## src/hdl/sorted_keyframe_table_top_defines.svh

```systemverilog
// Assertion macros shared by the keyframe table RTL.
`ifndef SORTED_KEYFRAME_TABLE_TOP_DEFINES_SVH
`define SORTED_KEYFRAME_TABLE_TOP_DEFINES_SVH

// Same-cycle implication, checked on every clock edge out of reset.
`define SKT_CHECK(label, pre, post, msg) \
  label: assert property (@(posedge clk) disable iff (!rst_n) (pre) |-> (post)) \
    else $error(msg);

// Next-cycle implication, checked on every clock edge out of reset.
`define SKT_CHECK_NEXT(label, pre, post, msg) \
  label: assert property (@(posedge clk) disable iff (!rst_n) (pre) |=> (post)) \
    else $error(msg);

`endif

```

## src/hdl/skt_pkg.sv

```systemverilog
// Types and constants of the sorted keyframe table.
`default_nettype none

package skt_pkg;

  localparam int KEY_W   = 32;
  localparam int CRD_W   = 32;
  localparam int PT_W    = 3 * CRD_W;
  localparam int ENT_W   = KEY_W + PT_W;
  localparam int KIND_W  = 4;
  localparam int STAT_W  = 2;
  localparam int RANK_W  = 6;
  localparam int MAX_OUT = 32;

  localparam logic [KIND_W-1:0] KIND_INSERT = 4'd0;
  localparam logic [KIND_W-1:0] KIND_REKEY  = 4'd1;
  localparam logic [KIND_W-1:0] KIND_PRED   = 4'd2;
  localparam logic [KIND_W-1:0] KIND_SUCC   = 4'd3;
  localparam logic [KIND_W-1:0] KIND_DELETE = 4'd4;
  localparam logic [KIND_W-1:0] KIND_RANK   = 4'd5;
  localparam logic [KIND_W-1:0] KIND_SET    = 4'd6;
  localparam logic [KIND_W-1:0] KIND_CLEAR  = 4'd7;
  localparam logic [KIND_W-1:0] KIND_DUMP   = 4'd8;

  localparam logic [STAT_W-1:0] STAT_OK        = 2'd0;
  localparam logic [STAT_W-1:0] STAT_NOT_FOUND = 2'd1;
  localparam logic [STAT_W-1:0] STAT_PRESENT   = 2'd2;
  localparam logic [STAT_W-1:0] STAT_FULL      = 2'd3;

  localparam logic signed [KEY_W-1:0] KEY_NONE = -32'sd1;

  typedef struct packed {
    logic [STAT_W-1:0]       status;
    logic signed [KEY_W-1:0] key_out;
    logic [RANK_W-1:0]       rank_out;
    logic [CRD_W-1:0]        x_out;
    logic [CRD_W-1:0]        y_out;
    logic [CRD_W-1:0]        z_out;
    logic                    last;
  } skt_res_t;

  typedef struct packed {
    logic     valid;
    skt_res_t res;
  } skt_push_t;

endpackage

`default_nettype wire

```

## src/hdl/skt_ifs.sv

```systemverilog
// Valid/ready channel interfaces for the keyframe table's operations and results.
`default_nettype none


interface skt_out_if import skt_pkg::*; ();
  logic                    valid;
  logic                    ready;
  logic [STAT_W-1:0]       status;
  logic signed [KEY_W-1:0] key_out;
  logic [RANK_W-1:0]       rank_out;
  logic [CRD_W-1:0]        x_out;
  logic [CRD_W-1:0]        y_out;
  logic [CRD_W-1:0]        z_out;
  logic                    last;

  modport source (output valid, status, key_out, rank_out, x_out, y_out, z_out, last,
                  input ready);
  modport sink   (input valid, status, key_out, rank_out, x_out, y_out, z_out, last,
                  output ready);
endinterface

`default_nettype wire

```

## src/hdl/skt_outbuf.sv

```systemverilog
// Output register of the keyframe table's result channel.
`default_nettype none

module skt_outbuf import skt_pkg::*; (
  input  wire logic      clk,
  input  wire logic      rst_n,
  input  wire skt_push_t push,
  output logic           room,
  skt_out_if.source      out_ch
);

  logic     valid_r;
  skt_res_t data_r;

  assign room = !valid_r || out_ch.ready;

  always_ff @(posedge clk) begin
    if (!rst_n) begin
      valid_r <= 1'b0;
    end else if (push.valid && room) begin
      valid_r <= 1'b1;
    end else if (out_ch.ready) begin
      valid_r <= 1'b0;
    end
  end

  always_ff @(posedge clk) begin
    if (push.valid && room) begin
      data_r <= push.res;
    end
  end

  assign out_ch.valid    = valid_r;
  assign out_ch.status   = data_r.status;
  assign out_ch.key_out  = data_r.key_out;
  assign out_ch.rank_out = data_r.rank_out;
  assign out_ch.x_out    = data_r.x_out;
  assign out_ch.y_out    = data_r.y_out;
  assign out_ch.z_out    = data_r.z_out;
  assign out_ch.last     = data_r.last;

endmodule

`default_nettype wire

```

## src/flat_wrapper.sv

```systemverilog
// flat-port wrapper written by rule: the top's interface ports become plain ports
module skt_outbuf_flat import skt_pkg::*;
  (clk, rst_n, push, room, out_ch_valid, out_ch_status, out_ch_key_out, out_ch_rank_out, out_ch_x_out, out_ch_y_out, out_ch_z_out, out_ch_last, out_ch_ready);
  skt_out_if out_ch_i ();
  input  wire logic clk;
  input  wire logic rst_n;
  input  wire skt_push_t push;
  output logic room;
  output wire logic [$bits(out_ch_i.valid)-1:0] out_ch_valid;
  output wire logic [$bits(out_ch_i.status)-1:0] out_ch_status;
  output wire logic [$bits(out_ch_i.key_out)-1:0] out_ch_key_out;
  output wire logic [$bits(out_ch_i.rank_out)-1:0] out_ch_rank_out;
  output wire logic [$bits(out_ch_i.x_out)-1:0] out_ch_x_out;
  output wire logic [$bits(out_ch_i.y_out)-1:0] out_ch_y_out;
  output wire logic [$bits(out_ch_i.z_out)-1:0] out_ch_z_out;
  output wire logic [$bits(out_ch_i.last)-1:0] out_ch_last;
  input wire logic [$bits(out_ch_i.ready)-1:0] out_ch_ready;
  assign out_ch_valid = out_ch_i.valid;
  assign out_ch_status = out_ch_i.status;
  assign out_ch_key_out = out_ch_i.key_out;
  assign out_ch_rank_out = out_ch_i.rank_out;
  assign out_ch_x_out = out_ch_i.x_out;
  assign out_ch_y_out = out_ch_i.y_out;
  assign out_ch_z_out = out_ch_i.z_out;
  assign out_ch_last = out_ch_i.last;
  assign out_ch_i.ready = out_ch_ready;
  skt_outbuf u_core (.clk(clk), .rst_n(rst_n), .push(push), .room(room), .out_ch(out_ch_i));
endmodule
```

## config.mk

```make
export PLATFORM = sky130hd
export DESIGN_NAME = skt_outbuf_flat
export DESIGN_NICKNAME = d
export VERILOG_FILES = /design/src/hdl/sorted_keyframe_table_top_defines.svh /design/src/hdl/skt_pkg.sv /design/src/hdl/skt_ifs.sv /design/src/hdl/skt_outbuf.sv /design/src/flat_wrapper.sv
export SDC_FILE = /design/constraint.sdc
export NUM_CORES = 1
export LEC_CHECK = 0
export ABC_AREA = 1
export BUFFER_PORTS_ARGS = -buffer_cell sky130_fd_sc_hd__buf_2
export CORE_AREA = 2 2 128 130
export CTS_CLUSTER_DIAMETER = 80
export DETAILED_ROUTE_END_ITERATION = 10
export DIE_AREA = 0 0 130 132
export GPL_TIMING_DRIVEN = 0
export SLEW_MARGIN = 20
export SYNTH_ARGS = -nofsm -noshare
export SYNTH_HDL_FRONTEND = slang
export SYNTH_SLANG_ARGS = --single-unit
```

## constraint.sdc

```tcl
create_clock -name clk -period 9.3 [get_ports clk]
set_input_delay 0.93 -clock clk [delete_from_list [all_inputs] [get_ports clk]]
set_output_delay 0.93 -clock clk [all_outputs]
set_load 0.01 [all_outputs]
```

# Yosys cells after proc, flatten, opt, wreduce, memory -nomap -nowiden
# Cells that the tools add are included.
[op_classes] n_mux=2 reduce_logical=4
[op_table] cell="$mux W1" count=2
[op_table] cell="$reduce_bool A2 Y1" count=1
[op_table] cell="$logic_and A1 B1 Y1" count=1
[op_table] cell="$logic_not A1 Y1" count=1
[op_table] cell="$logic_or A1 B1 Y1" count=1
[totals] inputBits=141 word_cells=14 output_inout_bits=139 ff_bits=138

# Depth between registers and ports, before layout
# Gate-level depths: netlist of the first run.
[logic_depth] ltp_word=4 mapped_depth=3 ltp_nobuf=3

# Least setup slack after synthesis of the first run
# No wires, ideal clock.
[synth_timing] path_type="in2reg" startpoint="input push[137] in the netlist's numbering" endpoint="register u_core.data_r (netlist bit u_core.out_ch.key_out[0]), enable pin" t_arrival_ns=7.584 setup_ns=0.678 path_slack_ns=1.038 cell_stages=2 path_buffers=0 required_time_ns=8.622 path_cell_list="inv_1 a21oi_1"
[synth_via] elab_chain_cells=1
[synth_lines] item="from (decl)" line="flat_wrapper.sv:7" source="input wire skt_push_t push;"
[synth_lines] item="$logic_and A1 B1 Y1" line="skt_outbuf.sv:28" source="if (push.valid && room) begin"
[synth_lines] item="to (signal assigned)" line="skt_outbuf.sv:29" source="data_r <= push.res;"
[synth_lines] item="to (decl)" line="skt_outbuf.sv:13" source="skt_res_t data_r;"
# Every way passes these cells.
# A chain may end at the register's enable or synchronous reset.

# Worst setup path in the final report of the first run
[layout_timing] startpoint="input out_ch_ready" endpoint="output room"
[layout_via] elab_chain_cells=1
[layout_lines] item="from (decl)" line="flat_wrapper.sv:17" source="input wire logic [$bits(out_ch_i.ready)-1:0] out_ch_ready;"
[layout_lines] item="$logic_or A1 B1 Y1" line="skt_outbuf.sv:15" source="assign room = !valid_r || out_ch.ready;"
[layout_lines] item="to (decl)" line="flat_wrapper.sv:8" source="output logic room;"
# Every way passes these cells.

==> impl_metrics.ini, run 1 <==
[grt]
grt_pass1_wl_um = 15200
grt_max_degree = 28
antenna_found_initial = 0
grt_usage_pct = 12.0
gr-total-overflow = 0
grt_pass1_vias = 2841

[placement]
portBuffers = 279
gp_congestion = 0.712
hpwl_um = 7900
dpl_cell_area_sq_um = 5980

[synth]
synthFlopType = edfxtp_1
synth-seq-cells = 138
synthTopCellsByArea = edfxtp_1 99%, dfxtp_1 0.48%, a21oi_2 0.21%
mappedNetlistArea_sq_um = 4170
yosys_warnings = 0
synth_top_cell_area_share_pct = 98.8
synth_edf_count = 137
syn_area_per_cell_sq_um = 28.9
synthTopCellsByCount = 137 x edfxtp_1, 2 x inv_1
syn-instance-count = 144
yosysMostFrequentCell = edfxtp_1
ys_async_sr_fraction_pct = 0
ys_types = 7
yosysSeqAreaShare_pct = 99.2
yosysTopAreaCell = edfxtp_1
syn-num-nets = 285

[min_path]
worst_hold_path_type = flop to flop

[route]
ant_nets = 0
first_pass_iters = 4
finalWirelength_um = 9990
first_iter_violations = 75
drcViolationCount = 0
viasPerCell = 3.79
avgRoutedWirePerCell_um = 14.8
vias = 2565

[sta]
slew_violations = 0
hold_slack_ns = 0.530
fin_skew_ns = 0.00595
grt_setup_unrepaired = false
final.min_clock_period_ns = 2.25
report.final.hold_viol_count = 0
tightest_slew_ns = 0.789
fmax_mhz = 445
maxSlewHeadroom_pct = 47.3
fin_crit_sh_pct = 24.2
setup_viol = 0

[worst_setup_path]
required_ns = 8.37
cp_top_family = buffers and inverters
crit_chain = buf_2 -> inv_2 -> nand2_2 -> buf_2
critPathCaptureType = primary output
arrival_ns = 1.32
start_kind = primary input
path_class = primary input to primary output
critical_path.slowest_cell = buf_2
crit_top_cell = buf_2
path_buf_inv = 3
cp_max_fo = 2
cpPeakStageDelay_ns = 0.14

[clock_network]
ctsResizeCount = 0
clk-insertion-delay-late_ns = 0.41
cts.clk_slew.worst_paths_ns = 0.05
cts.sinks = 138
post_cts_buffers = 0
cts_max_level = 4
cts_tree = done
numCtsBuffers = 17
root_buffer = clkbuf_16
clock_path_buffers = 2
holdBufCountCts = 0

[power_and_ir_drop]
leakage_nw = 2.78
vdd_ir_drop_max_mv = 0.106
power_density_nw_per_um2 = 226

[floorplan]
num_rows = 46
die_w_um = 130
ios = 280
die_area_sq_um = 17200
die_y_um = 132
initial_core_util_pct = 26.5
core_sq_um = 15700

[cells_and_area]
fill_cells = 1466
final_nets = 588
seqCellArea_sq_um = 4130
drive_gt1_share_pct = 68.5
area_delta_synth_final_pct = 57.1
multi_input_area_sq_um = 31.3
post-route-cell-area_sq_um = 6540

[flow_run]
drv_cap = 0

[outcome]
outcome = finished, final reports clean
logic make-up after synthesis:
family | Yosys count | share of synthesized area, %
flops | 138 | 99.2
buf+inv | 3 | 0.270
compound gates | 2 | 0.330
simple gates | 1 | 0.150
registers in the layout, indices dropped and copies added (netlist names):
register	cells
u_core.out_ch.key_out	32
u_core.out_ch.x_out	32
u_core.out_ch.y_out	32
u_core.out_ch.z_out	32
u_core.out_ch.rank_out	6
u_core.out_ch.status	2
u_core.out_ch.last	1
u_core.out_ch.valid	1
stage by stage:
step / cells / utilization [%] / total power, mW / setup WS (ns) / setup TNS, ns
5_1_grt: 676 / 41.6 / 1.54 / 7.03 / 0
3_5_place_dp: 644 / 38.1 / 0.860 / 6.75 / 0
2_1_floorplan: 144 / - / 0.790 / 1.04 / 0
3_3_place_gp: 639 / 37.1 / 0.859 / -1.18 / -160.51
4_1_cts: 676 / 41.6 / 1.50 / 7.05 / 0
6_report: 677 / 41.6 / 1.48 / 7.05 / 0
layout make-up:
class	instances	share of cell area [%]
Sequential cell	138	63.2
Timing Repair Buffer	284	23.4
Clock buffer	19	6.62
Tap cell	216	4.13
Clock inverter	13	1.95
Multi-Input combinational cell	3	0.478
Inverter	3	0.172
Antenna cell	1	0.0382
final timing paths:
check	start	end	slack, ns	cells after the start
setup / recovery	out_ch_ready	room	7.05	4
hold / removal	u_core.out_ch.valid$_SDFFE_PN0P_	u_core.out_ch.valid$_SDFFE_PN0P_	0.53	2
setup reg to reg	u_core.out_ch.valid$_SDFFE_PN0P_	u_core.out_ch.x_out[28]$_DFFE_PP_	7.52	3
hold reg to reg	u_core.out_ch.valid$_SDFFE_PN0P_	u_core.out_ch.valid$_SDFFE_PN0P_	0.53	2
layer usage:
| metal | global-route usage (%) | wire (um) | vias to the layer above |
|---|---|---|---|
| li1 | - | - | 1194 |
| met4 | 7.35 | 269 | 0 |
| met2 | 19.7 | 5020 | 177 |
| met5 | 0 | 0 | - |
| met1 | 12.0 | 3490 | 1174 |
| met3 | 6.05 | 1210 | 20 |
power breakdown:
part / internal [mW] / switching, mW / total [mW]
Sequential: 0.728 / 0.00812 / 0.736
Clock: 0.391 / 0.244 / 0.635
Combinational: 0.0508 / 0.0573 / 0.108
Total: 1.17 / 0.310 / 1.48
worst register-to-register path: cells and delay by family (launching register included):
kind	cells	cell delay [ns]
flops	1	0.35
compound gates	1	0.65
buf+inv	2	0.47
cells in the final DEF (no fill, tap or decap):
cell | Yosys | final
a21oi_2 | 1 | 1
a21oi_4 | 0 | 1
buf_16 | 0 | 5
buf_2 | 0 | 279
bufinv_16 | 0 | 2
clkbuf_1 | 0 | 2
clkbuf_16 | 0 | 17
clkinv_1 | 0 | 3
clkinv_2 | 0 | 3
clkinv_4 | 0 | 2
clkinvlp_4 | 0 | 2
dfxtp_1 | 1 | 1
diode_2 | 0 | 1
edfxtp_1 | 137 | 137
inv_1 | 2 | 2
inv_2 | 1 | 1
inv_6 | 0 | 1
nand2_2 | 1 | 1
No activity file was read; power rests on OpenSTA's default activity.
==> run 2, diff against run 1 <==
Clock period 9.3 ns to 2.3 ns, I/O delays scaled along.
==> run 2 against run 1 <==
Non-clock buffer count grew 138. Routed wire length increased by 17%. Total power rose to 4.3 times the previous value. Global-route usage grew 1.3 points. Critical path depth is the same. Clock power grew to 4.3 times the previous value. Worst hold slack worse by 0.49 ns. Sequential power increased to 4.0 times the previous value.
==> impl_metrics.ini, run 2 (synthesized netlist as in run 1, its figures left out) <==
[clock_network]
root_buffer = clkbuf_16
numCtsBuffers = 17
cts.clk_slew.worst_paths_ns = 0.06
cts_tree = done
cts.sinks = 138
cts_max_level = 4
clock_path_buffers = 2
clk-insertion-delay-late_ns = 0.41

[grt]
grt_pass1_vias = 3454
antenna_found_initial = 0
grt_max_degree = 27
grt_pass1_wl_um = 17100
grt_usage_pct = 13.3
gr-total-overflow = 0

[placement]
dpl_worst_slack_ns = 0.713
hpwl_um = 7720
portBuffers = 279
gp_congestion = 0.723
placed_cells = 645

[outcome]
outcome = finished, final reports clean

[cells_and_area]
area_delta_synth_final_pct = 91.6
final_core_util_pct = 50.8
drive_gt1_share_pct = 53.5
final_nets = 726
layout_commonest_cell = buf_2
most-common-layout-cells = 279 x buf_2, 137 x dlygate4sd3_1, 137 x edfxtp_1, 17 x clkbuf_16, 6 x buf_16
fin_cells = 815

[worst_setup_path]
timing.rr.end = u_core.out_ch.z_out[16]$_DFFE_PP_
cp_max_fo = 25
arrival_ns = 1.68
required_ns = 2.41
r2r_cells = 4
critPathCaptureType = flop
path_class = flop to flop
reg2reg_slack_ns = 0.73
rr_startpoint = u_core.out_ch.valid$_SDFFE_PN0P_
start_kind = flop

[sta]
tns_ns = 0
final.min_clock_period_ns = 1.57
setup_viol = 0
maxSlewHeadroom_pct = 80.1
tightest_slew_ns = 0.298
fin_skew_ns = 0.00981
report.final.hold_viol_count = 0
fin_crit_sh_pct = 68.3
fmax_mhz = 637
slew_violations = 0
timing.final.ws_setup_ns = 0.729
grt_setup_unrepaired = false

[floorplan]
ios = 280
core_sq_um = 15700
initial_core_util_pct = 26.5
die_w_um = 130
die_area_sq_um = 17200
die_y_um = 132
num_rows = 46

[power_and_ir_drop]
p_clk_share_pct = 43.1
leakage_nw = 3.39
p_switching_mw = 1.34
p_int_mw = 5.02
swShare_pct = 21.1
power_density_nw_per_um2 = 796
combPwrFrac_pct = 10.0
seqPwrFrac_pct = 46.9
vdd_ir_drop_max_mv = 0.441

[min_path]
whs_endpoint = u_core.out_ch.valid$_SDFFE_PN0P_
min_from = rst_n
whs_path_depth = 3
worst_hold_path_type = primary input to flop

[route]
first_iter_violations = 154
finalWirelength_um = 11700
first_pass_iters = 4
viasPerCell = 3.85
avgRoutedWirePerCell_um = 14.4
ant_nets = 0
drcViolationCount = 0
vias = 3137

[flow_run]
drv_cap = 0
## run 2: power groups by stage
| stage | combinational [mW] | sequential (mW) | clock (mW) |
|---|---|---|---|
| global route | 0.684 | 2.99 | 2.92 |
| floorplan | 0.0489 | 3.12 | 0 |
| CTS | 0.636 | 2.98 | 2.81 |
| finish | 0.635 | 2.98 | 2.74 |
| global placement | 0.397 | 3.04 | 0 |
| detailed placement | 0.455 | 3.03 | 0 |
## run 2: area by class of cell
type                       instances  area (sq um)
clock inverter                    14           168
multi-input combinational          3          31.3
timing repair buffer             422          2930
tap                              216           270
antenna                            1          2.50
clock buffer                      18           429
inverter                           3          11.3
fill                            1313          7730
sequential                       138          4140
## run 2: worst max-delay path by stage
| stage | from | endpoint | depth (start not counted) | slack (ns) |
|---|---|---|---|---|
| 2_1_floorplan | u_core.out_ch.valid$_SDFFE_PN0P_ | u_core.out_ch.key_out[0]$_DFFE_PP_ | 1 | -0.75 |
| 3_3_place_gp | out_ch_ready | u_core.out_ch.x_out[29]$_DFFE_PP_ | 3 | -1.58 |
| 3_5_place_dp | push[137] | u_core.out_ch.z_out[17]$_DFFE_PP_ | 6 | 0.71 |
| 4_1_cts | u_core.out_ch.valid$_SDFFE_PN0P_ | u_core.out_ch.x_out[29]$_DFFE_PP_ | 4 | 0.73 |
| 5_1_grt | u_core.out_ch.valid$_SDFFE_PN0P_ | u_core.out_ch.z_out[16]$_DFFE_PP_ | 4 | 0.67 |
| 6_report | u_core.out_ch.valid$_SDFFE_PN0P_ | u_core.out_ch.z_out[16]$_DFFE_PP_ | 4 | 0.73 |
## run 2: per-stage QoR
step	cell area, sq um	hold slack, ns	total power [mW]
2_1_floorplan	4180	0.329	3.17
3_3_place_gp	5840	0.407	3.44
3_5_place_dp	6010	0.408	3.49
4_1_cts	7960	0.00404	6.43
5_1_grt	7980	0.0288	6.60
6_report	7980	0.0396	6.35
## run 2: worst max-delay path, cell delays in order (launching register included)
cell	delay [ns]
dfxtp_2	0.35
a21oi_4	0.30
buf_16	0.22
buf_16	0.20
buf_16	0.18
## run 2: what timing repair did
action                                  in CTS  in global routing
resized for setup                            0                  0
setup buffers                                0                  0
endpoints found under the hold margin      135                  2
endpoints found under the setup margin       0                  0
hold buffers                               135                  2
## run 2: metal layers
layer	vias up	global-route usage, %	share of wire (%)
li1	1476	-	-
met4	0	5.50	2.0
met1	1466	12.9	35
met3	21	6.05	8.3
met5	-	0	0
met2	174	24.1	54
